## src/rtl/core/bdo_pkg.sv

```systemverilog
// Shared types and constants for the brick decomposition block.
// Used by the divider, the sequencer and the top level; depends on nothing.
package bdo_pkg;

	localparam int FIELD_W = 16;
	localparam int TRIAL_W = 9;

	typedef enum logic [1:0] {
		REG_FULL_SIZE_X  = 2'd0,
		REG_FULL_SIZE_Y  = 2'd1,
		REG_FULL_SIZE_Z  = 2'd2,
		REG_WORKER_COUNT = 2'd3
	} cfg_reg_t;

	typedef struct packed {
		logic               start;
		logic [FIELD_W-1:0] dividend;
		logic [FIELD_W-1:0] divisor;
	} div_req_t;

	typedef struct packed {
		logic               done;
		logic [FIELD_W-1:0] quotient;
		logic [FIELD_W-1:0] remainder;
	} div_rsp_t;

	typedef struct packed {
		logic [FIELD_W-1:0] grid_x;
		logic [FIELD_W-1:0] grid_y;
		logic [FIELD_W-1:0] grid_z;
		logic [FIELD_W-1:0] brick_size_x;
		logic [FIELD_W-1:0] brick_size_y;
		logic [FIELD_W-1:0] brick_size_z;
		logic [FIELD_W-1:0] offset_x;
		logic [FIELD_W-1:0] offset_y;
		logic [FIELD_W-1:0] offset_z;
		logic               rank_valid;
	} result_t;

endpackage

```

## src/rtl/core/bdo_divider.sv

```systemverilog
// Restoring unsigned divider, one quotient bit per cycle.
// Depends on bdo_pkg for the request and response structs.
module bdo_divider import bdo_pkg::*; (
	input  logic     clk,
	input  logic     arst_n,
	input  div_req_t req,
	output div_rsp_t rsp
);

	localparam int CntW = $clog2(FIELD_W);

	logic               busy_q;
	logic               done_q;
	logic [CntW-1:0]    cnt_q;
	logic [FIELD_W-1:0] rem_q;
	logic [FIELD_W-1:0] quo_q;
	logic [FIELD_W-1:0] div_q;

	logic [FIELD_W:0]   shifted;
	logic [FIELD_W:0]   diff;
	logic               fits;
	logic [FIELD_W-1:0] nxt_rem;

	assign shifted = {rem_q, quo_q[FIELD_W-1]};
	assign diff    = shifted - {1'b0, div_q};
	assign fits    = !diff[FIELD_W];
	assign nxt_rem = fits ? diff[FIELD_W-1:0] : shifted[FIELD_W-1:0];

	always_ff @(posedge clk or negedge arst_n) begin
		if (!arst_n) begin
			busy_q <= 1'b0;
			done_q <= 1'b0;
			cnt_q  <= '0;
			rem_q  <= '0;
			quo_q  <= '0;
			div_q  <= '0;
		end else begin
			done_q <= 1'b0;
			if (req.start) begin
				busy_q <= 1'b1;
				cnt_q  <= '0;
				rem_q  <= '0;
				quo_q  <= req.dividend;
				div_q  <= req.divisor;
			end else if (busy_q) begin
				rem_q <= nxt_rem;
				quo_q <= {quo_q[FIELD_W-2:0], fits};
				cnt_q <= cnt_q + 1'b1;
				if (cnt_q == CntW'(FIELD_W - 1)) begin
					busy_q <= 1'b0;
					done_q <= 1'b1;
				end
			end
		end
	end

	assign rsp.done      = done_q;
	assign rsp.quotient  = quo_q;
	assign rsp.remainder = rem_q;

endmodule

```

## src/rtl/core/bdo_sequencer.sv

```systemverilog
// Sequencer that factors the worker count and works out one brick.
// Depends on bdo_pkg and drives the shared bdo_divider and one multiplier.
module bdo_sequencer import bdo_pkg::*; (
	input  logic               clk,
	input  logic               arst_n,
	input  logic               start,
	input  logic [FIELD_W-1:0] rank,
	input  logic [FIELD_W-1:0] count,
	input  logic [FIELD_W-1:0] full_x,
	input  logic [FIELD_W-1:0] full_y,
	input  logic [FIELD_W-1:0] full_z,
	input  logic               res_take,
	output logic               busy,
	output logic               res_valid,
	output result_t            res
);

	typedef enum logic [2:0] {
		S_IDLE,
		S_FCHECK,
		S_FDIV,
		S_FTAIL,
		S_DISSUE,
		S_DWAIT,
		S_MUL,
		S_DONE
	} state_t;

	typedef enum logic [2:0] {
		STEP_BS_X,
		STEP_BS_Y,
		STEP_BS_Z,
		STEP_ID_X,
		STEP_ID_YZ
	} step_t;

	state_t             state_q;
	step_t              step_q;
	logic [1:0]         axis_q;
	logic [1:0]         mk_q;
	logic [FIELD_W-1:0] rank_q;
	logic [FIELD_W-1:0] n_q;
	logic [TRIAL_W-1:0] i_q;
	logic [FIELD_W-1:0] q_q;
	logic               valid_q;
	logic [FIELD_W-1:0] g_q   [3];
	logic [FIELD_W-1:0] bs_q  [3];
	logic [FIELD_W-1:0] id_q  [3];
	logic [FIELD_W-1:0] off_q [3];

	div_req_t             dreq;
	div_rsp_t             drsp;
	logic [2*TRIAL_W-1:0] sq;
	logic                 past_root;
	logic [FIELD_W-1:0]   mul_a;
	logic [FIELD_W-1:0]   mul_b;
	logic [2*FIELD_W-1:0] prod;
	logic [1:0]           axis_nxt;

	bdo_divider u_div (
		.clk    (clk),
		.arst_n (arst_n),
		.req    (dreq),
		.rsp    (drsp)
	);

	assign sq        = i_q * i_q;
	assign past_root = sq > (2*TRIAL_W)'(n_q);
	assign axis_nxt  = (axis_q == 2'd2) ? 2'd0 : axis_q + 2'd1;

	always_comb begin
		dreq.start    = 1'b0;
		dreq.dividend = n_q;
		dreq.divisor  = FIELD_W'(i_q);
		if (state_q == S_FCHECK) begin
			dreq.start = !past_root;
		end else if (state_q == S_DISSUE) begin
			dreq.start = 1'b1;
			unique case (step_q)
				STEP_BS_X: begin
					dreq.dividend = full_x;
					dreq.divisor  = g_q[0];
				end
				STEP_BS_Y: begin
					dreq.dividend = full_y;
					dreq.divisor  = g_q[1];
				end
				STEP_BS_Z: begin
					dreq.dividend = full_z;
					dreq.divisor  = g_q[2];
				end
				STEP_ID_X: begin
					dreq.dividend = rank_q;
					dreq.divisor  = g_q[0];
				end
				STEP_ID_YZ: begin
					dreq.dividend = q_q;
					dreq.divisor  = g_q[1];
				end
				default: begin
					dreq.dividend = rank_q;
					dreq.divisor  = g_q[0];
				end
			endcase
		end
	end

	always_comb begin
		unique case (state_q)
			S_FDIV: begin
				mul_a = g_q[axis_q];
				mul_b = FIELD_W'(i_q);
			end
			S_FTAIL: begin
				mul_a = g_q[axis_q];
				mul_b = n_q;
			end
			S_MUL: begin
				mul_a = id_q[mk_q];
				mul_b = bs_q[mk_q];
			end
			default: begin
				mul_a = '0;
				mul_b = '0;
			end
		endcase
	end

	assign prod = mul_a * mul_b;

	always_ff @(posedge clk or negedge arst_n) begin
		if (!arst_n) begin
			state_q <= S_IDLE;
			step_q  <= STEP_BS_X;
			axis_q  <= '0;
			mk_q    <= '0;
			rank_q  <= '0;
			n_q     <= '0;
			i_q     <= '0;
			q_q     <= '0;
			valid_q <= 1'b0;
			for (int k = 0; k < 3; k++) begin
				g_q[k]   <= '0;
				bs_q[k]  <= '0;
				id_q[k]  <= '0;
				off_q[k] <= '0;
			end
		end else begin
			unique case (state_q)
				S_IDLE: begin
					if (start) begin
						rank_q  <= rank;
						n_q     <= (count == '0) ? FIELD_W'(1) : count;
						i_q     <= TRIAL_W'(2);
						axis_q  <= '0;
						valid_q <= rank < count;
						for (int k = 0; k < 3; k++) begin
							g_q[k] <= FIELD_W'(1);
						end
						state_q <= S_FCHECK;
					end
				end
				S_FCHECK: begin
					state_q <= past_root ? S_FTAIL : S_FDIV;
				end
				S_FDIV: begin
					if (drsp.done) begin
						if (drsp.remainder == '0) begin
							g_q[axis_q] <= prod[FIELD_W-1:0];
							n_q         <= drsp.quotient;
							axis_q      <= axis_nxt;
						end else begin
							i_q <= i_q + 1'b1;
						end
						state_q <= S_FCHECK;
					end
				end
				S_FTAIL: begin
					if (n_q != FIELD_W'(1)) begin
						g_q[axis_q] <= prod[FIELD_W-1:0];
					end
					step_q  <= STEP_BS_X;
					state_q <= S_DISSUE;
				end
				S_DISSUE: begin
					state_q <= S_DWAIT;
				end
				S_DWAIT: begin
					if (drsp.done) begin
						unique case (step_q)
							STEP_BS_X: bs_q[0] <= drsp.quotient;
							STEP_BS_Y: bs_q[1] <= drsp.quotient;
							STEP_BS_Z: bs_q[2] <= drsp.quotient;
							STEP_ID_X: begin
								id_q[0] <= drsp.remainder;
								q_q     <= drsp.quotient;
							end
							STEP_ID_YZ: begin
								id_q[1] <= drsp.remainder;
								id_q[2] <= drsp.quotient;
							end
							default: q_q <= drsp.quotient;
						endcase
						if (step_q == STEP_ID_YZ) begin
							mk_q    <= '0;
							state_q <= S_MUL;
						end else begin
							step_q  <= step_t'(step_q + 3'd1);
							state_q <= S_DISSUE;
						end
					end
				end
				S_MUL: begin
					off_q[mk_q] <= prod[FIELD_W-1:0];
					if (mk_q == 2'd2) begin
						state_q <= S_DONE;
					end else begin
						mk_q <= mk_q + 2'd1;
					end
				end
				S_DONE: begin
					if (res_take) begin
						state_q <= S_IDLE;
					end
				end
				default: state_q <= S_IDLE;
			endcase
		end
	end

	assign busy      = state_q != S_IDLE;
	assign res_valid = state_q == S_DONE;

	assign res.grid_x       = g_q[0];
	assign res.grid_y       = g_q[1];
	assign res.grid_z       = g_q[2];
	assign res.brick_size_x = bs_q[0];
	assign res.brick_size_y = bs_q[1];
	assign res.brick_size_z = bs_q[2];
	assign res.offset_x     = off_q[0];
	assign res.offset_y     = off_q[1];
	assign res.offset_z     = off_q[2];
	assign res.rank_valid   = valid_q;

endmodule

```

## src/rtl/core/brick_decomposition_offsets.sv

```systemverilog
// Top level of the brick decomposition block: configuration registers,
// request capture and the result register. Depends on bdo_pkg and bdo_sequencer.
//
// For one worker rank the block returns the grid of bricks that splits the
// volume among the configured worker count, the brick size on each axis and
// the first voxel of that rank's brick. One transaction is worked on at a time
// and req_stall is high from acceptance until the result is loaded into the
// output register. The shared divider sets the latency: the trial divisors
// run up to the square root of the count, then five more divisions and three
// multiplies follow. Small or highly composite counts finish soonest; a large
// prime count near 65535 takes longest.
module brick_decomposition_offsets import bdo_pkg::*; #(
	parameter int COUNT_WIDTH = 16
) (
	input  logic               clk,
	input  logic               arst_n,
	input  logic               cfg_wr_en,
	input  logic [1:0]         cfg_index,
	input  logic [FIELD_W-1:0] cfg_data,
	input  logic               req_valid,
	output logic               req_stall,
	input  logic [FIELD_W-1:0] worker_rank,
	output logic               rsp_valid,
	input  logic               rsp_stall,
	output logic [FIELD_W-1:0] grid_x,
	output logic [FIELD_W-1:0] grid_y,
	output logic [FIELD_W-1:0] grid_z,
	output logic [FIELD_W-1:0] brick_size_x,
	output logic [FIELD_W-1:0] brick_size_y,
	output logic [FIELD_W-1:0] brick_size_z,
	output logic [FIELD_W-1:0] offset_x,
	output logic [FIELD_W-1:0] offset_y,
	output logic [FIELD_W-1:0] offset_z,
	output logic               rank_valid
);

	localparam logic [FIELD_W-1:0] CountMask = (COUNT_WIDTH >= FIELD_W) ?
		{FIELD_W{1'b1}} : FIELD_W'((64'd1 << COUNT_WIDTH) - 64'd1);

	logic [FIELD_W-1:0] full_x_q;
	logic [FIELD_W-1:0] full_y_q;
	logic [FIELD_W-1:0] full_z_q;
	logic [FIELD_W-1:0] count_q;

	logic    busy;
	logic    seq_res_valid;
	logic    res_take;
	result_t seq_res;
	logic    rsp_valid_q;
	result_t res_q;

	always_ff @(posedge clk or negedge arst_n) begin
		if (!arst_n) begin
			full_x_q <= FIELD_W'(1);
			full_y_q <= FIELD_W'(1);
			full_z_q <= FIELD_W'(1);
			count_q  <= FIELD_W'(1);
		end else if (cfg_wr_en) begin
			unique case (cfg_reg_t'(cfg_index))
				REG_FULL_SIZE_X:  full_x_q <= cfg_data;
				REG_FULL_SIZE_Y:  full_y_q <= cfg_data;
				REG_FULL_SIZE_Z:  full_z_q <= cfg_data;
				REG_WORKER_COUNT: count_q  <= cfg_data;
			endcase
		end
	end

	assign req_stall = busy;
	assign res_take  = seq_res_valid && (!rsp_valid_q || !rsp_stall);

	bdo_sequencer u_seq (
		.clk       (clk),
		.arst_n    (arst_n),
		.start     (req_valid && !busy),
		.rank      (worker_rank),
		.count     (count_q & CountMask),
		.full_x    (full_x_q),
		.full_y    (full_y_q),
		.full_z    (full_z_q),
		.res_take  (res_take),
		.busy      (busy),
		.res_valid (seq_res_valid),
		.res       (seq_res)
	);

	always_ff @(posedge clk or negedge arst_n) begin
		if (!arst_n) begin
			rsp_valid_q <= 1'b0;
			res_q       <= '0;
		end else if (res_take) begin
			rsp_valid_q <= 1'b1;
			res_q       <= seq_res;
		end else if (!rsp_stall) begin
			rsp_valid_q <= 1'b0;
		end
	end

	assign rsp_valid    = rsp_valid_q;
	assign grid_x       = res_q.grid_x;
	assign grid_y       = res_q.grid_y;
	assign grid_z       = res_q.grid_z;
	assign brick_size_x = res_q.brick_size_x;
	assign brick_size_y = res_q.brick_size_y;
	assign brick_size_z = res_q.brick_size_z;
	assign offset_x     = res_q.offset_x;
	assign offset_y     = res_q.offset_y;
	assign offset_z     = res_q.offset_z;
	assign rank_valid   = res_q.rank_valid;

endmodule

```

## config.mk

```make
export PLATFORM = sky130hd
export DESIGN_NAME = brick_decomposition_offsets
export DESIGN_NICKNAME = d
export VERILOG_FILES = /design/src/rtl/core/bdo_pkg.sv /design/src/rtl/core/bdo_divider.sv /design/src/rtl/core/bdo_sequencer.sv /design/src/rtl/core/brick_decomposition_offsets.sv
export SDC_FILE = /design/constraint.sdc
export NUM_CORES = 1
export LEC_CHECK = 0
export ABC_AREA = 1
export BUFFER_PORTS_ARGS = -buffer_cell sky130_fd_sc_hd__buf_2
export CELL_PAD_IN_SITES_DETAIL_PLACEMENT = 1
export CELL_PAD_IN_SITES_GLOBAL_PLACEMENT = 1
export CORE_ASPECT_RATIO = 0.8
export CORE_MARGIN = 2
export CORE_UTILIZATION = 40
export DETAILED_ROUTE_END_ITERATION = 6
export PLACE_DENSITY_LB_ADDON = 0.15
export SKIP_LAST_GASP = 1
export SLEW_MARGIN = 20
export SYNTH_ARGS = -nofsm -noshare
export SYNTH_HDL_FRONTEND = slang
export SYNTH_SLANG_ARGS = --single-unit
```

## constraint.sdc

```tcl
create_clock -name clk -period 14.6 [get_ports clk]
set_input_delay 1.46 -clock clk [delete_from_list [all_inputs] [get_ports clk]]
set_output_delay 1.46 -clock clk [all_outputs]
set_load 0.05 [all_outputs]
```

=== Yosys cells after proc, flatten, opt, wreduce, memory -nomap -nowiden ===
Index checks and enable logic that the tools add are counted.

* Word-level logic and storage cells: 199
* Register bits: 524
* Input port bits: 39
* Output and inout port bits: 147

* Equality and inequality tests: 30
* Magnitude comparators: 6
* Multipliers: 2
* Bitwise operators: 3
* Multiplexer cells: 70
* Reduce and logical (&&, ||, !) cells: 40
* $add $sub $neg: 6

{| class="wikitable"
|+ Operator list
! kind !! number
|-
| $mux W16 || 17
|-
| $mux W48 || 4
|-
| $pmux W48 S3 || 1
|-
| $pmux W32 S4 || 1
|-
| $bmux W16 S2 || 3
|-
| $bwmux W48 || 2
|-
| $demux W16 S2 || 2
|-
| $pmux W16 S2 || 2
|-
| $pmux W16 S3 || 1
|-
| $mux W33 || 1
|-
| $logic_not A16 Y1 || 2
|-
| $mux W32 || 1
|-
| $mux W9 || 3
|-
| $pmux W3 S8 || 1
|-
| $mux W3 || 7
|-
| $reduce_and A3 Y1 || 7
|-
| $gt A18 B16 Y1 || 1
|-
| $mul A9 B9 Y18 || 1
|-
| $pmux W9 S2 || 1
|-
| $sub A17 B16 Y17 || 1
|-
| $lt A16 B16 Y1 || 1
|-
| $mul A16 B16 Y16 || 1
|-
| $mux W2 || 8
|-
| $ne A16 B1 Y1 const B || 1
|-
| 32 further kinds || 87
|}

=== Logic depth before layout (Yosys ltp) ===
* Depth after elaboration: 10
* Mapped depth: 35
* Gate-level depth less buffers: 33

=== Cells and area by module ===
From an unflattened synthesis, not the netlist that was laid out.

* Cells, all modules: 4062
* Area total of the unflattened synthesis: 31806.8 um^2

{| class="wikitable"
|+ By module, submodules not included
! module !! area an instance (um^2) !! sequential area each (um^2) !! cells an instance !! times used
|-
| bdo_sequencer || 19971.7 || 6506.2 || 2667 || 1
|-
| brick_decomposition_offsets || 8311.7 || 5260.0 || 920 || 1
|-
| bdo_divider || 3523.4 || 1351.3 || 475 || 1
|}

=== Worst setup path before layout ===
No wires, ideal clock.

* Path type: register to register
* Start point: register u_seq.mk_q[0]
* End point: register u_seq.g_q, in the netlist u_seq.res[112]
* Arrival: 6087 ps
* Cell stages (with the launch flop): 31
* Slack: 8395 ps
* Library setup time: 118 ps
* Buffers on the path: 3
* Cell sequence: dfrtp_1 buf_2 nor2_2 inv_1 clkbuf_1 o21ai_0 nand2_1 o221ai_1 clkbuf_1 nand2_1 fa_1 fa_1 inv_1 fa_1 inv_1 fa_1 fa_1 fa_1 inv_1 ha_1 inv_1 nor4_1 nand2_1 o311ai_0 a31oi_1 inv_1 nand3_1 nand2_1 nand2_2 nand3_1 nand2_1

* Cells in the longest elaborated chain, start to end: 10
* Elaborated cells on any way between the ends: 15
* Those cells by class: mul (1); mux (13); bitwise (1)

{| class="wikitable"
|+ RTL lines
! what !! RTL line !! source
|-
| start, declared || bdo_sequencer.sv:40 || <nowiki>logic [1:0] mk_q;</nowiki>
|-
| start signal, assigned || bdo_sequencer.sv:218 || <nowiki>mk_q <= mk_q + 2'd1;</nowiki>
|-
| $not A2 Y3 (not written as such) (*) || bdo_sequencer.sv:119, bdo_sequencer.sv:120 ||
|-
| $bmux W16 S2, on equally long branches || bdo_sequencer.sv:120, bdo_sequencer.sv:119 ||
|-
| $mux W16, on equally long branches (2 in a row) || bdo_sequencer.sv:120, bdo_sequencer.sv:119 ||
|-
| $pmux W16 S3 / $pmux W16 S2 (equally long branches) || bdo_sequencer.sv:109 || <nowiki>unique case (state_q)</nowiki>
|-
| $mul A16 B16 Y16 (*) || bdo_sequencer.sv:129 || <nowiki>assign prod = mul_a * mul_b;</nowiki>
|-
| $bwmux W48 (*) || bdo_sequencer.sv:169, bdo_sequencer.sv:180 ||
|-
| $mux W48 || bdo_sequencer.sv:168 || <nowiki>if (drsp.remainder == '0) begin</nowiki>
|-
| $mux W48 || bdo_sequencer.sv:167 || <nowiki>if (drsp.done) begin</nowiki>
|-
| $pmux W48 S3 (*) || bdo_sequencer.sv:149 || <nowiki>unique case (state_q)</nowiki>
|-
| end signal, assigned by index || bdo_sequencer.sv:169 || <nowiki>g_q[axis_q] <= prod[FIELD_W-1:0];</nowiki>
|-
| end signal, assigned by index || bdo_sequencer.sv:180 || <nowiki>g_q[axis_q] <= prod[FIELD_W-1:0];</nowiki>
|-
| end, declared || bdo_sequencer.sv:46 || <nowiki>logic [FIELD_W-1:0] g_q [3];</nowiki>
|}

Every way passes the cells marked *; elsewhere a longest branch is shown, timed or not. The select of a mux whose other input is x is not followed.
A chain may end at the register's enable or synchronous reset.

=== Final worst setup path ===
* Start point: register u_seq.state_q[2]
* End point: register u_seq.off_q, in the netlist u_seq.res[15]

* Cells in the longest elaborated chain, start to end: 5
* Elaborated cells on any way between the ends: 8
* Those cells by class: mul (1); eq/ne (3); mux (3); reduce/logical (1)

{| class="wikitable"
|+ RTL lines
! what !! RTL line !! source
|-
| start, declared || bdo_sequencer.sv:37 || <nowiki>state_t state_q;</nowiki>
|-
| start signal, assigned || bdo_sequencer.sv:164 || <nowiki>state_q <= past_root ? S_FTAIL : S_FDIV;</nowiki>
|-
| $eq A3 B2 Y1 || bdo_sequencer.sv:109 ||
|-
| $reduce_or A2 Y1 (no line) || -- ||
|-
| $pmux W16 S2 || bdo_sequencer.sv:109 ||
|-
| $mul A16 B16 Y16 || bdo_sequencer.sv:129 ||
|-
| $bwmux W48 || bdo_sequencer.sv:214 || <nowiki>off_q[mk_q] <= prod[FIELD_W-1:0];</nowiki>
|-
| end signal, assigned by index || bdo_sequencer.sv:214 ||
|-
| end, declared || bdo_sequencer.sv:49 || <nowiki>logic [FIELD_W-1:0] off_q [3];</nowiki>
|}

Several ways; a longest one is shown, not always the timed one.

==> flow_summary.yaml <==
logic_synthesis:
  synth_top_area_cell: "dfrtp_1"
  syn_avg_cell_area_um2: 8.18
  async_reset_ff_share_pct: 100
  syn_area_mm2: 0.0305
  yosysUniqueCellTypes: 50
  synth-main-ff-cell: "dfrtp_1"
  netlist_instances: 3730
  synthTopCellsByArea: "dfrtp_1 43%, nand2_1 14%, fa_1 7.5%"
  post_synth_most_frequent_cells: "1136 x nand2_1, 570 x inv_1, 520 x dfrtp_1, 429 x o21ai_0"
  ys_seq_area_share_pct: 43.0
  synth-edff-count: 0
  yosysMostFrequentCell: "nand2_1"
  synth_fp_nets: 4024
  ys_seq_elements: 524
  synth_top_area_share_pct: 42.6
  synth_warnings: 0
timing:
  worstMarginPinSlew_ns: 1.13
  max_freq_ghz: 0.130
  setup_ws_ns: 6.92
  setup_viol_count_final: 0
  timing.final.crit_share_pct: 52.6
  slew_viol_final: 0
  fin_worst_skew_ns: 0.0384
  maxSlewHeadroom_pct: 24.4
  hold_viol_final: 0
  grt_setup_unrepaired: "false"
  fin_tns_setup_ns: 0
  finalCriticalPeriod_ns: 7.68
global_route:
  grt_first_pass_wirelength_um: 159000
  grt_usage_pct: 26.4
  grt_pass1_vias: 25800
  antenna_found_initial: 5
  grt_start_max_net_pins: 176
  overflow: 0
critical_path:
  worstPathArrival_ns: 8.17
  r2r-start: "u_seq.state_q[2]"
  crit_start: "u_seq.state_q[2]"
  path_delay_family: "adder cells"
  start_kind: "flip-flop"
  slowest_delay_ns: 0.61
  cp-end-kind: "flip-flop"
  crit_path_top_delay_cell: "nand3_1"
  critPathKind: "reg -> reg"
  worstPathRequired_ns: 15.09
  worst-path-max-fanout: 28
  path_buf_inv: 6
clock_network:
  cts_post_setup_buffers_inserted: 0
  clkSinkCount: 524
  ctsHoldBuffers: 0
  cts_tree: "done"
  clk_pin_slew_ns: 0.07
  ctsLongestPathBuffers: 3
  cts_buffers: 55
  ctsResizeCount: 0
  cts_max_level: 2
  cts-root-buf: "clkbuf_16"
  clk_latency_ns: 0.64
power:
  power_density_mw_per_mm2: 92.3
  peakVddDrop_uv: 84.0
  power_uw: 3160
  p_leak_uw: 0.0182
route:
  routed_wl_um: 104000
  ant_nets: 0
  wire_per_inst_um: 21.2
  drtPass1Iterations: 5
  vias: 25700
  via_per_inst: 5.24
  drcViolationCount: 0
  drt_iter0_drc: 2178
die:
  die_x_um: 313
  ios: 186
  core_area_mm2: 0.0754
  rows: 90
  die_area_mm2: 0.0785
  start_util_pct: 40.5
  chipHeight_um: 251
placed_design:
  dp_cells: 4802
  dpl.hpwl_um: 77600
  dp_slack_ns: 6.92
  port_buffers: 185
  gp_congestion: 0.872
finish:
  largest_reg_flops: 144
  stdcell_count: 4901
  layout.nets: 4141
  drive_gt1_share_pct: 10.8
  fin_util_pct: 45.4
  syn2layout_area_growth_pct: 12.3
min_path:
  holdCritPathClass: "reg -> reg"
  min_from: "u_seq.rank_q[13]"
status:
  status: "finished clean"
job:
  max_cap_viol_count: 0
final cells by class:
type / count / area [um2]
diodes: 3 / 7.51
well taps: 1012 / 1270
clock inverters: 16 / 293
clock buffers: 80 / 1580
flip-flops and latches: 524 / 13100
fillers: 9173 / 41200
multi-input cells: 2463 / 14600
repair buffers: 218 / 1220
inverters: 585 / 2200
cells by family (layout without fill, tap and decap cells):
kind of cell               after synthesis  count (layout)  synth area share [%]
buffers and inverters                  743             899                  9.39
other                                    0               3                     0
muxes                                   60              60                  2.21
AOI/OAI and AO/OA                      660             660                  11.7
adders and majority gates              255             255                  13.3
xor gates and xnor gates                50              50                  1.43
and+or+nand+nor                       1438            1438                  19.1
DFF                                    524             524                  43.0
report_power, final:
group	total (uW)	switching, uW	internal, uW
Sequential	1520	32.6	1490
Combinational	155	109	46.7
Clock	1490	629	858
Total	3160	770	2390
tightest hold or removal path, delay by kind of cell, from the launching register on:
kind	cells	cell delay, ns
flops	1	0.34
simple gates	2	0.10
layer usage:
layer / vias up / routed length [um] / GRT usage (%)
li1: 12000 / - / -
met1: 13000 / 52000 / 41.3
met2: 580 / 44700 / 39.2
met3: 105 / 5590 / 3.49
met4: 0 / 1580 / 4.65
met5: - / 0 / 0
through the flow:
stage,area (um2),hold slack (ns)
floorplan,30500,0.442
global placement,32400,0.457
detailed placement,32400,0.459
CTS,34200,0.474
global route,34300,0.489
finish,34300,0.470
layout by cell type, fill, tap and decap left out, types with 24 or more instances in the layout:
cell type,netlist,final
a21oi_1,96,94
mux2_2,60,60
nand2_1,1136,1133
nand3_1,141,140
o22ai_1,64,64
clkbuf_16,0,55
xor2_1,36,36
ha_1,141,141
dfrtp_1,520,520
buf_2,26,184
o21ai_0,429,429
inv_1,570,570
nand4_1,24,24
fa_1,114,114
nor2_1,78,77
buf_4,8,30
final timing paths:
| path | end | slack (ns) | depth (start not counted) |
|---|---|---|---|
| worst max-delay path | u_seq.res[15] | 6.92 | 28 |
| worst min-delay path | u_seq.rank_q[13] | 0.47 | 2 |
| worst max register to register | u_seq.res[15] | 6.92 | 28 |
| worst min register to register | u_seq.rank_q[13] | 0.47 | 2 |
| max in group asynchronous | grid_x[5] | 10.95 | 4 |
| min in group asynchronous | full_z_q[9] | 0.88 | 1 |
Power figures use the tool's default switching activity.
